===== config.mk =====
export PLATFORM = sky130hd
export DESIGN_NAME = indexed_shift_list_flat
export DESIGN_NICKNAME = d
export VERILOG_FILES = /design/src/hdl/isl_pkg.sv /design/src/hdl/isl_req_if.sv /design/src/hdl/isl_res_if.sv /design/src/hdl/isl_mem.sv /design/src/hdl/isl_ctrl.sv /design/src/hdl/indexed_shift_list.sv /design/src/flat_wrapper.sv
export SDC_FILE = /design/constraint.sdc
export NUM_CORES = 1
export LEC_CHECK = 0
export ABC_AREA = 1
export BUFFER_PORTS_ARGS = -buffer_cell sky130_fd_sc_hd__buf_2
export CAP_MARGIN = 10
export CELL_PAD_IN_SITES_DETAIL_PLACEMENT = 2
export CELL_PAD_IN_SITES_GLOBAL_PLACEMENT = 2
export CORE_MARGIN = 8
export CORE_UTILIZATION = 44
export CTS_BUF_LIST = sky130_fd_sc_hd__clkbuf_4 sky130_fd_sc_hd__clkbuf_8
export DETAILED_ROUTE_END_ITERATION = 6
export PLACE_DENSITY = 0.92
export SYNTH_ARGS = -nofsm -noshare
export SYNTH_HDL_FRONTEND = slang
export SYNTH_HIERARCHICAL = 1
export SYNTH_SLANG_ARGS = --single-unit

===== constraint.sdc =====
create_clock -name clk -period 4 [get_ports clk]
set_input_delay 0.4 -clock clk [delete_from_list [all_inputs] [get_ports clk]]
set_output_delay 0.4 -clock clk [all_outputs]
set_load 0.05 [all_outputs]

===== src/hdl/isl_pkg.sv =====
`default_nettype none
package isl_pkg;

	localparam int DEPTH_DEF      = 16;
	localparam int WORD_WIDTH_DEF = 32;

	localparam int OPCODE_W = 3;
	localparam int INDEX_W  = 4;
	localparam int VALUE_W  = 32;
	localparam int COUNT_W  = 5;
	localparam int ERROR_W  = 2;

	localparam logic [OPCODE_W-1:0] OP_APPEND = 3'd0;
	localparam logic [OPCODE_W-1:0] OP_INSERT = 3'd1;
	localparam logic [OPCODE_W-1:0] OP_GET    = 3'd2;
	localparam logic [OPCODE_W-1:0] OP_REMOVE = 3'd3;
	localparam logic [OPCODE_W-1:0] OP_SWAP   = 3'd4;

	localparam logic [ERROR_W-1:0] ERR_OK    = 2'd0;
	localparam logic [ERROR_W-1:0] ERR_RANGE = 2'd1;
	localparam logic [ERROR_W-1:0] ERR_FULL  = 2'd2;

endpackage
`default_nettype wire


===== src/hdl/isl_req_if.sv =====
`default_nettype none
interface isl_req_if;
	import isl_pkg::*;

	logic                valid;
	logic                ready;
	logic [OPCODE_W-1:0] opcode;
	logic [INDEX_W-1:0]  index;
	logic [INDEX_W-1:0]  second_index;
	logic [VALUE_W-1:0]  value;

	modport source (output valid, output opcode, output index, output second_index,
		output value, input ready);
	modport sink (input valid, input opcode, input index, input second_index,
		input value, output ready);
endinterface
`default_nettype wire


===== src/hdl/isl_res_if.sv =====
`default_nettype none
interface isl_res_if;
	import isl_pkg::*;

	logic               valid;
	logic               ready;
	logic [VALUE_W-1:0] read_value;
	logic [COUNT_W-1:0] count;
	logic [ERROR_W-1:0] error_code;
	logic               empty_res;

	modport source (output valid, output read_value, output count, output error_code,
		output empty_res, input ready);
	modport sink (input valid, input read_value, input count, input error_code,
		input empty_res, output ready);
endinterface
`default_nettype wire


===== src/hdl/isl_mem.sv =====
`default_nettype none
module isl_mem #(
	parameter int DEPTH      = isl_pkg::DEPTH_DEF,
	parameter int WORD_WIDTH = isl_pkg::WORD_WIDTH_DEF
) (
	input  wire logic                     clk,
	input  wire logic                     we,
	input  wire logic [$clog2(DEPTH)-1:0] waddr,
	input  wire logic [WORD_WIDTH-1:0]    wdata,
	input  wire logic                     re,
	input  wire logic [$clog2(DEPTH)-1:0] raddr,
	output logic      [WORD_WIDTH-1:0]    rd_data
);
	import isl_pkg::*;

	logic [WORD_WIDTH-1:0] mem_q [DEPTH];
	logic [WORD_WIDTH-1:0] rd_data_q;

	always_ff @(posedge clk) begin
		if (we) begin
			mem_q[waddr] <= wdata;
		end
	end

	always_ff @(posedge clk) begin
		if (re) begin
			rd_data_q <= mem_q[raddr];
		end
	end

	assign rd_data = rd_data_q;
endmodule
`default_nettype wire


===== src/hdl/isl_ctrl.sv =====
`default_nettype none
module isl_ctrl #(
	parameter int DEPTH      = isl_pkg::DEPTH_DEF,
	parameter int WORD_WIDTH = isl_pkg::WORD_WIDTH_DEF
) (
	input  wire logic                     clk,
	input  wire logic                     arst_n,
	isl_req_if.sink                       req,
	isl_res_if.source                     res,
	output logic                          mem_we,
	output logic      [$clog2(DEPTH)-1:0] mem_waddr,
	output logic      [WORD_WIDTH-1:0]    mem_wdata,
	output logic                          mem_re,
	output logic      [$clog2(DEPTH)-1:0] mem_raddr,
	input  wire logic [WORD_WIDTH-1:0]    mem_rd_data
);
	import isl_pkg::*;

	localparam int IW   = $clog2(DEPTH);
	localparam int CW   = $clog2(DEPTH + 1);
	localparam int CMPW = (CW > INDEX_W) ? CW : INDEX_W;

	localparam logic [3:0] ST_IDLE  = 4'd0;
	localparam logic [3:0] ST_GRD   = 4'd1;
	localparam logic [3:0] ST_GCAP  = 4'd2;
	localparam logic [3:0] ST_SHIFT = 4'd3;
	localparam logic [3:0] ST_PUT   = 4'd4;
	localparam logic [3:0] ST_SWA   = 4'd5;
	localparam logic [3:0] ST_SWB   = 4'd6;
	localparam logic [3:0] ST_SWC   = 4'd7;
	localparam logic [3:0] ST_SWD   = 4'd8;
	localparam logic [3:0] ST_OUT   = 4'd9;

	logic [3:0]            state_q;
	logic [CW-1:0]         count_q;
	logic                  more_q;
	logic                  pend_s1;
	logic                  out_valid_q;

	logic [IW-1:0]         idx_q;
	logic [IW-1:0]         idx2_q;
	logic [WORD_WIDTH-1:0] val_q;
	logic                  ins_q;
	logic [ERROR_W-1:0]    err_q;
	logic [WORD_WIDTH-1:0] rd_q;
	logic [IW-1:0]         ptr_q;
	logic [IW-1:0]         end_q;
	logic                  up_q;
	logic [IW-1:0]         wa_s1;
	logic [WORD_WIDTH-1:0] tmp_q;

	logic [VALUE_W-1:0]    out_value_q;
	logic [COUNT_W-1:0]    out_count_q;
	logic [ERROR_W-1:0]    out_err_q;
	logic                  out_empty_q;

	logic                  accept;
	logic                  out_load;
	logic [CMPW-1:0]       idx_c;
	logic [CMPW-1:0]       idx2_c;
	logic [CMPW-1:0]       cnt_c;
	logic                  idx_ok;
	logic                  idx2_ok;
	logic                  full;
	logic [IW-1:0]         idx_n;
	logic [CW-1:0]         cnt_m1;
	logic [IW-1:0]         last_idx;
	logic [ERROR_W-1:0]    err_c;

	assign req.ready = (state_q == ST_IDLE);
	assign accept    = req.valid && req.ready;
	assign out_load  = (state_q == ST_OUT) && (!out_valid_q || res.ready);

	assign idx_c    = CMPW'(req.index);
	assign idx2_c   = CMPW'(req.second_index);
	assign cnt_c    = CMPW'(count_q);
	assign idx_ok   = idx_c < cnt_c;
	assign idx2_ok  = idx2_c < cnt_c;
	assign full     = (count_q == CW'(DEPTH));
	assign idx_n    = IW'(req.index);
	assign cnt_m1   = count_q - CW'(1);
	assign last_idx = IW'(cnt_m1);

	always_comb begin
		err_c = ERR_OK;
		case (req.opcode)
			OP_APPEND: begin
				if (full) err_c = ERR_FULL;
			end
			OP_INSERT: begin
				if (!idx_ok) err_c = ERR_RANGE;
				else if (full) err_c = ERR_FULL;
			end
			OP_GET, OP_REMOVE: begin
				if (!idx_ok) err_c = ERR_RANGE;
			end
			OP_SWAP: begin
				if (!(idx_ok && idx2_ok)) err_c = ERR_RANGE;
			end
			default: begin
				err_c = ERR_OK;
			end
		endcase
	end

	always_ff @(posedge clk or negedge arst_n) begin
		if (!arst_n) begin
			state_q     <= ST_IDLE;
			count_q     <= '0;
			more_q      <= 1'b0;
			pend_s1     <= 1'b0;
			out_valid_q <= 1'b0;
		end else begin
			if (out_load) begin
				out_valid_q <= 1'b1;
			end else if (res.ready) begin
				out_valid_q <= 1'b0;
			end
			case (state_q)
				ST_IDLE: begin
					pend_s1 <= 1'b0;
					if (accept) begin
						state_q <= ST_OUT;
						if (err_c == ERR_OK) begin
							case (req.opcode)
								OP_APPEND: begin
									count_q <= count_q + CW'(1);
									state_q <= ST_PUT;
								end
								OP_INSERT: begin
									count_q <= count_q + CW'(1);
									more_q  <= 1'b1;
									state_q <= ST_SHIFT;
								end
								OP_GET: begin
									state_q <= ST_GRD;
								end
								OP_REMOVE: begin
									count_q <= cnt_m1;
									if (idx_n != last_idx) begin
										more_q  <= 1'b1;
										state_q <= ST_SHIFT;
									end
								end
								OP_SWAP: begin
									state_q <= ST_SWA;
								end
								default: begin
									state_q <= ST_OUT;
								end
							endcase
						end
					end
				end
				ST_GRD:  state_q <= ST_GCAP;
				ST_GCAP: state_q <= ST_OUT;
				ST_SHIFT: begin
					pend_s1 <= more_q;
					if (more_q) begin
						if (ptr_q == end_q) more_q <= 1'b0;
					end else begin
						state_q <= ins_q ? ST_PUT : ST_OUT;
					end
				end
				ST_PUT: state_q <= ST_OUT;
				ST_SWA: state_q <= ST_SWB;
				ST_SWB: state_q <= ST_SWC;
				ST_SWC: state_q <= ST_SWD;
				ST_SWD: state_q <= ST_OUT;
				ST_OUT: begin
					pend_s1 <= 1'b0;
					if (out_load) state_q <= ST_IDLE;
				end
				default: state_q <= ST_IDLE;
			endcase
		end
	end

	always_ff @(posedge clk) begin
		if (accept) begin
			idx_q  <= (req.opcode == OP_APPEND) ? IW'(count_q) : idx_n;
			idx2_q <= IW'(req.second_index);
			val_q  <= WORD_WIDTH'(req.value);
			err_q  <= err_c;
			rd_q   <= '0;
			ins_q  <= (req.opcode == OP_INSERT);
			if (req.opcode == OP_INSERT) begin
				ptr_q <= last_idx;
				end_q <= idx_n;
				up_q  <= 1'b0;
			end else begin
				ptr_q <= idx_n + IW'(1);
				end_q <= last_idx;
				up_q  <= 1'b1;
			end
		end
		if (state_q == ST_SHIFT && more_q) begin
			wa_s1 <= up_q ? ptr_q - IW'(1) : ptr_q + IW'(1);
			ptr_q <= up_q ? ptr_q + IW'(1) : ptr_q - IW'(1);
		end
		if (state_q == ST_SWB) begin
			tmp_q <= mem_rd_data;
		end
		if (state_q == ST_GCAP) begin
			rd_q <= mem_rd_data;
		end
		if (out_load) begin
			out_value_q <= VALUE_W'(rd_q);
			out_count_q <= COUNT_W'(count_q);
			out_err_q   <= err_q;
			out_empty_q <= (count_q == '0);
		end
	end

	always_comb begin
		mem_we    = 1'b0;
		mem_waddr = idx_q;
		mem_wdata = val_q;
		mem_re    = 1'b0;
		mem_raddr = idx_q;
		case (state_q)
			ST_GRD: begin
				mem_re = 1'b1;
			end
			ST_SHIFT: begin
				mem_we    = pend_s1;
				mem_waddr = wa_s1;
				mem_wdata = mem_rd_data;
				mem_re    = more_q;
				mem_raddr = ptr_q;
			end
			ST_PUT: begin
				mem_we = 1'b1;
			end
			ST_SWA: begin
				mem_re = 1'b1;
			end
			ST_SWB: begin
				mem_re    = 1'b1;
				mem_raddr = idx2_q;
			end
			ST_SWC: begin
				mem_we    = 1'b1;
				mem_wdata = mem_rd_data;
			end
			ST_SWD: begin
				mem_we    = 1'b1;
				mem_waddr = idx2_q;
				mem_wdata = tmp_q;
			end
			default: begin
				mem_we = 1'b0;
			end
		endcase
	end

	assign res.valid      = out_valid_q;
	assign res.read_value = out_value_q;
	assign res.count      = out_count_q;
	assign res.error_code = out_err_q;
	assign res.empty_res  = out_empty_q;
endmodule
`default_nettype wire


===== src/hdl/indexed_shift_list.sv =====
// one transaction at a time; the entry move loop through the single ram port pair sets the rate
// errors, unknown opcodes and removing the last entry go straight to the result state;
// append writes in ST_PUT, get reads in ST_GRD and captures in ST_GCAP, swap reads both
// entries, then writes them crosswise; insert shifts up then writes, remove shifts down
// the next request is taken in the cycle after its result is registered
// reset clears the count, the sequencer and the output valid; ram contents are not cleared
`default_nettype none
module indexed_shift_list #(
	parameter int DEPTH      = isl_pkg::DEPTH_DEF,
	parameter int WORD_WIDTH = isl_pkg::WORD_WIDTH_DEF
) (
	input wire logic  clk,
	input wire logic  arst_n,
	isl_req_if.sink   req,
	isl_res_if.source res
);
	import isl_pkg::*;

	localparam int IW = $clog2(DEPTH);

	logic                  mem_we;
	logic [IW-1:0]         mem_waddr;
	logic [WORD_WIDTH-1:0] mem_wdata;
	logic                  mem_re;
	logic [IW-1:0]         mem_raddr;
	logic [WORD_WIDTH-1:0] mem_rd_data;

	isl_ctrl #(
		.DEPTH      (DEPTH),
		.WORD_WIDTH (WORD_WIDTH)
	) u_ctrl (
		.clk         (clk),
		.arst_n      (arst_n),
		.req         (req),
		.res         (res),
		.mem_we      (mem_we),
		.mem_waddr   (mem_waddr),
		.mem_wdata   (mem_wdata),
		.mem_re      (mem_re),
		.mem_raddr   (mem_raddr),
		.mem_rd_data (mem_rd_data)
	);

	isl_mem #(
		.DEPTH      (DEPTH),
		.WORD_WIDTH (WORD_WIDTH)
	) u_mem (
		.clk     (clk),
		.we      (mem_we),
		.waddr   (mem_waddr),
		.wdata   (mem_wdata),
		.re      (mem_re),
		.raddr   (mem_raddr),
		.rd_data (mem_rd_data)
	);
endmodule
`default_nettype wire


===== src/flat_wrapper.sv =====
// flat-port wrapper written by rule: the top's interface ports become plain ports
module indexed_shift_list_flat import isl_pkg::*;
#(
	parameter int DEPTH      = isl_pkg::DEPTH_DEF,
	parameter int WORD_WIDTH = isl_pkg::WORD_WIDTH_DEF
)
  (clk, arst_n, req_valid, req_opcode, req_index, req_second_index, req_value, req_ready, res_valid, res_read_value, res_count, res_error_code, res_empty_res, res_ready);
  isl_req_if req_i ();
  isl_res_if res_i ();
  input wire logic clk;
  input wire logic arst_n;
  input wire logic [$bits(req_i.valid)-1:0] req_valid;
  input wire logic [$bits(req_i.opcode)-1:0] req_opcode;
  input wire logic [$bits(req_i.index)-1:0] req_index;
  input wire logic [$bits(req_i.second_index)-1:0] req_second_index;
  input wire logic [$bits(req_i.value)-1:0] req_value;
  output wire logic [$bits(req_i.ready)-1:0] req_ready;
  output wire logic [$bits(res_i.valid)-1:0] res_valid;
  output wire logic [$bits(res_i.read_value)-1:0] res_read_value;
  output wire logic [$bits(res_i.count)-1:0] res_count;
  output wire logic [$bits(res_i.error_code)-1:0] res_error_code;
  output wire logic [$bits(res_i.empty_res)-1:0] res_empty_res;
  input wire logic [$bits(res_i.ready)-1:0] res_ready;
  assign req_i.valid = req_valid;
  assign req_i.opcode = req_opcode;
  assign req_i.index = req_index;
  assign req_i.second_index = req_second_index;
  assign req_i.value = req_value;
  assign req_ready = req_i.ready;
  assign res_valid = res_i.valid;
  assign res_read_value = res_i.read_value;
  assign res_count = res_i.count;
  assign res_error_code = res_i.error_code;
  assign res_empty_res = res_i.empty_res;
  assign res_i.ready = res_ready;
  indexed_shift_list #(.DEPTH(DEPTH), .WORD_WIDTH(WORD_WIDTH)) u_core (.clk(clk), .arst_n(arst_n), .req(req_i), .res(res_i));
endmodule

==> Yosys cells after proc, flatten, opt, wreduce, memory -nomap -nowiden <==
Memories as Yosys holds them, arrays and structs flattened. A register that Yosys moved wholly into a read port is not among the register bits.
Cells that the tools add are included.
{ "word_totals": {"output_inout_bits": 42, "mem_count": 1, "elab_cells": 117, "mem_bits_rw": 512, "reg_bits": 172, "inputBits": 47} }
{ "mem_list": {"columns": ["name", "words", "width", "read_ports", "rd_ports_with_merged_regs", "wr", "line_no", "source"], "rows": [
  ["u_core.u_mem.mem_q", 16, 32, 1, 1, 1, "isl_mem.sv:16", "logic [WORD_WIDTH-1:0] mem_q [DEPTH];"]
]} }
{ "op_classes": {"n_reduce_logical": 26, "addsub": 5, "n_eq_ne": 22, "n_lt_le_gt_ge": 2, "muxes": 41} }
{ "ops": {"columns": ["operator", "count"], "rows": [
  ["two-way mux 32 bit", 2],
  ["one-hot mux 32 bit (2 select lines)", 1],
  ["two-way mux 4 bit", 13],
  ["one-hot mux 4 bit (8 select lines)", 1],
  ["one-hot mux 4 bit (5 select lines)", 1],
  ["== test 4 x 3 -> 1 bit (second input constant)", 4],
  ["one-hot mux 4 bit (2 select lines)", 2],
  ["two-way mux 1 bit", 12],
  ["nonzero test 2 bit", 6],
  ["less-than comparator 4 x 5 -> 1 bit", 2],
  ["one-hot mux 1 bit (2 select lines)", 5],
  ["one-hot mux 5 bit (2 select lines)", 1],
  ["OR reduction 3 bit", 3],
  ["adder 4 x 1 -> 4 bit (second input constant)", 2],
  ["== test 4 x 2 -> 1 bit (second input constant)", 2],
  ["== test 4 bit (second input constant)", 2],
  ["one-hot mux 2 bit (4 select lines)", 1],
  ["OR reduction 2 bit", 4],
  ["== test 3 x 2 -> 1 bit (second input constant)", 2],
  ["adder 5 x 1 -> 5 bit (second input constant)", 1],
  ["== test 5 bit (second input constant)", 1],
  ["zero test 5 bit", 1],
  ["AND reduction 5 bit", 1],
  ["subtractor 5 x 1 -> 5 bit (second input constant)", 1],
  ["other kinds (19)", 25]
]} }

==> Longest topological paths before layout <==
{ "logic_depth": {"depth_word": 8, "mapped_depth": 17, "mapped_depth_nobuf": 15} }

==> Modules after synthesis <==
The synthesis kept the hierarchy.
{ "by_module_without_submodules": {"columns": ["mod", "n_inst", "seq_area_each_um2", "area_each_um2", "cells_each"], "rows": [
  ["isl_mem", 1, 16335.7, 23050.9, 2120],
  ["isl_ctrl", 1, 5104.9, 7464.7, 641]
]} }

==> Worst setup path before layout <==
No wires, ideal clock.
{ "synth_path": {"path_kind": "register to register", "from": "register u_core.u_ctrl.state_q[3]", "to": "memory u_core/u_mem/mem_q[12][0] (netlist bit) (enable)", "stages_incl_launch_ff": 10, "setup_ns": 0.421, "arrival_time_ns": 2.829, "t_required_ns": 3.579, "path_buffers": 1, "setup_slack_ns": 0.750, "synth_period_minus_slack_ns": 3.250, "cell_sequence": "dfrtp_1 inv_1 nor2_2 nand2_2 inv_2 nor2_2 buf_2 o221ai_1 nand3_1 nor2_1"} }
{ "synth_via": {"elab_chain_len": 5, "word_cells_on_any_way": 9, "cone_classes": "eq/ne (4); mux (4); reduce/logical (1)"} }
{ "synth_rtl": {"columns": ["element", "line_no", "source"], "rows": [
  ["start: declaration", "isl_ctrl.sv:34", "logic [3:0] state_q;"],
  ["start signal: assignment", "isl_ctrl.sv:162", "state_q <= ins_q ? ST_PUT : ST_OUT;"],
  ["== test 4 bit / == test 4 x 3 -> 1 bit (equally long branches)", "isl_ctrl.sv:221", "case (state_q)"],
  ["OR reduction 3 bit (no source line)", null, null],
  ["one-hot mux 1 bit (2 select lines) (*)", "isl_ctrl.sv:221", null],
  ["named net u_core.mem_we", "indexed_shift_list.sv:21", "logic mem_we;"],
  ["two-way mux 1 bit (*)", "isl_mem.sv:20", "if (we) begin"],
  ["two-way mux 1 bit (implied by the code) (*)", "isl_mem.sv:21", "mem_q[waddr] <= wdata;"],
  ["end: declaration", "isl_mem.sv:16", null]
]} }
The timed path passes the listed nets; every way through them passes the cells marked *.

==> Worst setup path after layout <==
{ "layout_path": {"from": "register u_core.u_ctrl.state_q[3]", "to": "memory u_core/u_mem/mem_q[10][20] (netlist bit) (enable)"} }
Same word-level chain as after synthesis.

==> out/metrics.yaml <==
fin_nets: 3031
final_util: 0.512
place_ws_ns: 0.369
whs_ns: -0.0113
crit_path_frequent_cell: "nor2_4"
synth_edf_count: 704
grt_pass1_vias: 27984
via_per_inst: 6.62
violations: "negative hold slack, negative setup slack"
postCtsSetupBuffers: 0
area_growth_pct: 15.0
cts_num_sinks: 716
die_w_um: 279
drv_cap: 0
grt_setup_unrepaired: "false"
die_area_um2: 78000
grt_max_degree: 94
relSlewSlack: 0.0837
grt_pass1_wl_um: 226000
synthArstFlopShare: 0.0168
reg2reg_slack_ns: -0.12
ys_seq_elements: 716
cts_buffers: 118
fin_crit_ns: 4.12
hpwl_um: 80200
fin_skew_ns: 0.104
vdd_drop_max_mv: 0.435
critPathTopFamily: "simple AND/OR/NAND/NOR gates"
globalRouteTotalUtil: 0.414
cp_cell_sequence: "nor2_4 -> inv_2 -> nor2_8 -> inv_1 -> o221ai_1 -> nand3b_1 -> nor2_4 -> buf_4"
yosys_warnings: 6
finalHoldViolations: 1
path_class: "flip-flop to flip-flop"
status: "complete, but fails checks"
fillers: 6773
start_kind: "flip-flop"
antenna_found_initial: 22
ant_nets: 0
syn_nets: 2821
final_cell_mix: "nand2_1, edfxtp_1, inv_1"
report.final.slew_viol_count: 0
synth_seq_area_share: 0.703
final.setup.tns_ns: -3.51
r2r-start: "u_core/u_ctrl/state_q[3]"
critical_path_buf_inv_count: 3
r2r_end: "u_core/u_mem/mem_q[10][20]"
leakage_nw: 14.6
instances_no_fill: 4010
start_util: 0.445
crit_arrival_ns: 4.55
place_congestion: 0.850
row_count: 96
die_h_um: 279
final_area_um2: 35100
synth_cells: 2761
path_depth: 8
cp-end-kind: "flip-flop"
io_buffers: 88
synth.top_cell.area_share: 0.693
setup_ws_ns: -0.116
cp.required_ns: 4.44
power_density_nw_per_um2: 851
vias: 26535
reg2regPathDepth: 8
syn_area_per_cell_um2: 11.1
critPathMaxStageDelay_ns: 0.72
cts_tree: "built"
layout-drive-gt1-share: 0.132
synth_area_um2: 30500
core_um2: 68600
final.period_utilization: 1.03
setup_violations: 68
post_dp_cell_area_um2: 32200
ys.flop_type: "edfxtp_1"
cts_htree_levels: 3
drt_iter0_markers: 4069
cts_buffer_depth: 3
clk-insertion-delay-late_ns: 0.84
grt_remaining_overflow: 0
yosys.cell_types.count: 36
io_pins: 89
clk_pin_slew_ns: 0.08
drc: 0
cp_slowest_cell: "o221ai_1"
place_inst: 3730
synth.area.top_cells: "edfxtp_1, nand2_1, nand3_1, inv_1, buf_6"
wl_per_cell_um: 44.1
setup.worst_path.end: "u_core/u_mem/mem_q[10][20]"
tightest_slew_ns: 1.37
totalPowerFinal_mw: 29.9
crit_path_start: "u_core/u_ctrl/state_q[3]"
final_common_cell: "nand2_1"
synth_area_leader_cell: "edfxtp_1"
cts_root_buffer: "clkbuf_8"
drt-total-wl_um: 177000
max_freq_mhz: 243
cp_max_fo: 11
hp-class: "primary input to flip-flop"
dr.pass1.iters: 6
-- flip-flops by register name, indices dropped and copies added, names as in the netlist, 2 cells and up --
name                          cells
u_core/u_ctrl/tmp_q              32
u_core/u_ctrl/res.count           5
u_core/u_ctrl/idx_q               4
u_core/u_mem/rd_data             32
u_core/u_mem/mem_q              512
u_core/u_ctrl/end_q               4
u_core/u_ctrl/wa_s1               4
u_core/u_ctrl/err_q               2
u_core/u_ctrl/state_q             4
u_core/u_ctrl/res.error_code      2
u_core/u_ctrl/res.read_value     32
u_core/u_ctrl/ptr_q               4
u_core/u_ctrl/rd_q               32
u_core/u_ctrl/cnt_c               5
u_core/u_ctrl/val_q              32
u_core/u_ctrl/idx2_q              4
-- how the worst min path moves through the flow --
stage               slack, ns  depth (start not counted)          from                       end
finish                  -0.01                          3     req_valid  u_core/u_ctrl/state_q[0]
global route             0.03                          3     req_valid  u_core/u_ctrl/state_q[0]
CTS                     0.008                          3  req_index[3]    u_core/u_ctrl/idx_q[3]
detailed placement       0.34                          1        arst_n   u_core/u_ctrl/res.valid
global placement         0.32                          1        arst_n   u_core/u_ctrl/res.valid
floorplan                0.10                          0        arst_n    u_core/u_ctrl/cnt_c[0]
-- synth_stat cells (13+ instances only) --
cell	count
nand2_1	831
buf_2	49
nor2_1	78
inv_1	464
o211ai_1	38
edfxtp_1	704
ha_1	13
nand3_1	408
buf_1	14
buf_6	31
o21ai_0	21
xor2_1	13
clkbuf_1	20
-- kinds of logic after synthesis --
logic type               Yosys count  share of synthesized area
flip-flops                       716                      0.703
XOR/XNOR                          17                    0.00488
buffers and inverters            597                     0.0844
AO/OA/AOI/OAI                     77                     0.0168
AND/OR/NAND/NOR                 1341                      0.186
adder cells (fa/ha/maj)           13                    0.00533
-- cell type report --
cell class | count | area (um2) | share of cell area
flip-flops and latches | 716 | 21400 | 0.611
multi-input cells | 1448 | 6710 | 0.191
clock buffers | 146 | 1830 | 0.0523
inverters | 476 | 1790 | 0.0511
repair buffers | 211 | 1660 | 0.0473
well taps | 931 | 1160 | 0.0332
clock inverters | 71 | 470 | 0.0134
diodes | 11 | 27.5 | 0.000784
-- layer usage --
metal	up-vias	GRT usage	part of all wire
li1	9520	-	-
met1	13048	0.420	0.31
met2	2724	0.684	0.46
met3	1229	0.107	0.10
met4	14	0.411	0.13
met5	-	0	0.00070
-- worst register-to-register path, delay by kind of cell, from the launching register on --
kind | cells | cell delay [ns]
AOI/OAI and AO/OA | 1 | 0.72
and+or+nand+nor | 4 | 1.60
DFF | 1 | 0.50
buffers and inverters | 3 | 0.94
-- power breakdown --
group,total [mW],leakage [nW],internal (mW),switching [mW]
combinational,10.8,6.86,2.05,8.73
clock,7.50,1.21,3.37,4.13
sequential,11.6,6.53,10.5,1.11
total,29.9,14.6,15.9,14.0
-- what timing repair did --
action / CTS / global route
endpoints found under the hold margin: 50 / 0
hold buffers: 39 / 0
setup endpoints to repair: 0 / 31
gates resized for setup: 0 / 5
No activity file was read; power rests on OpenSTA's default activity.
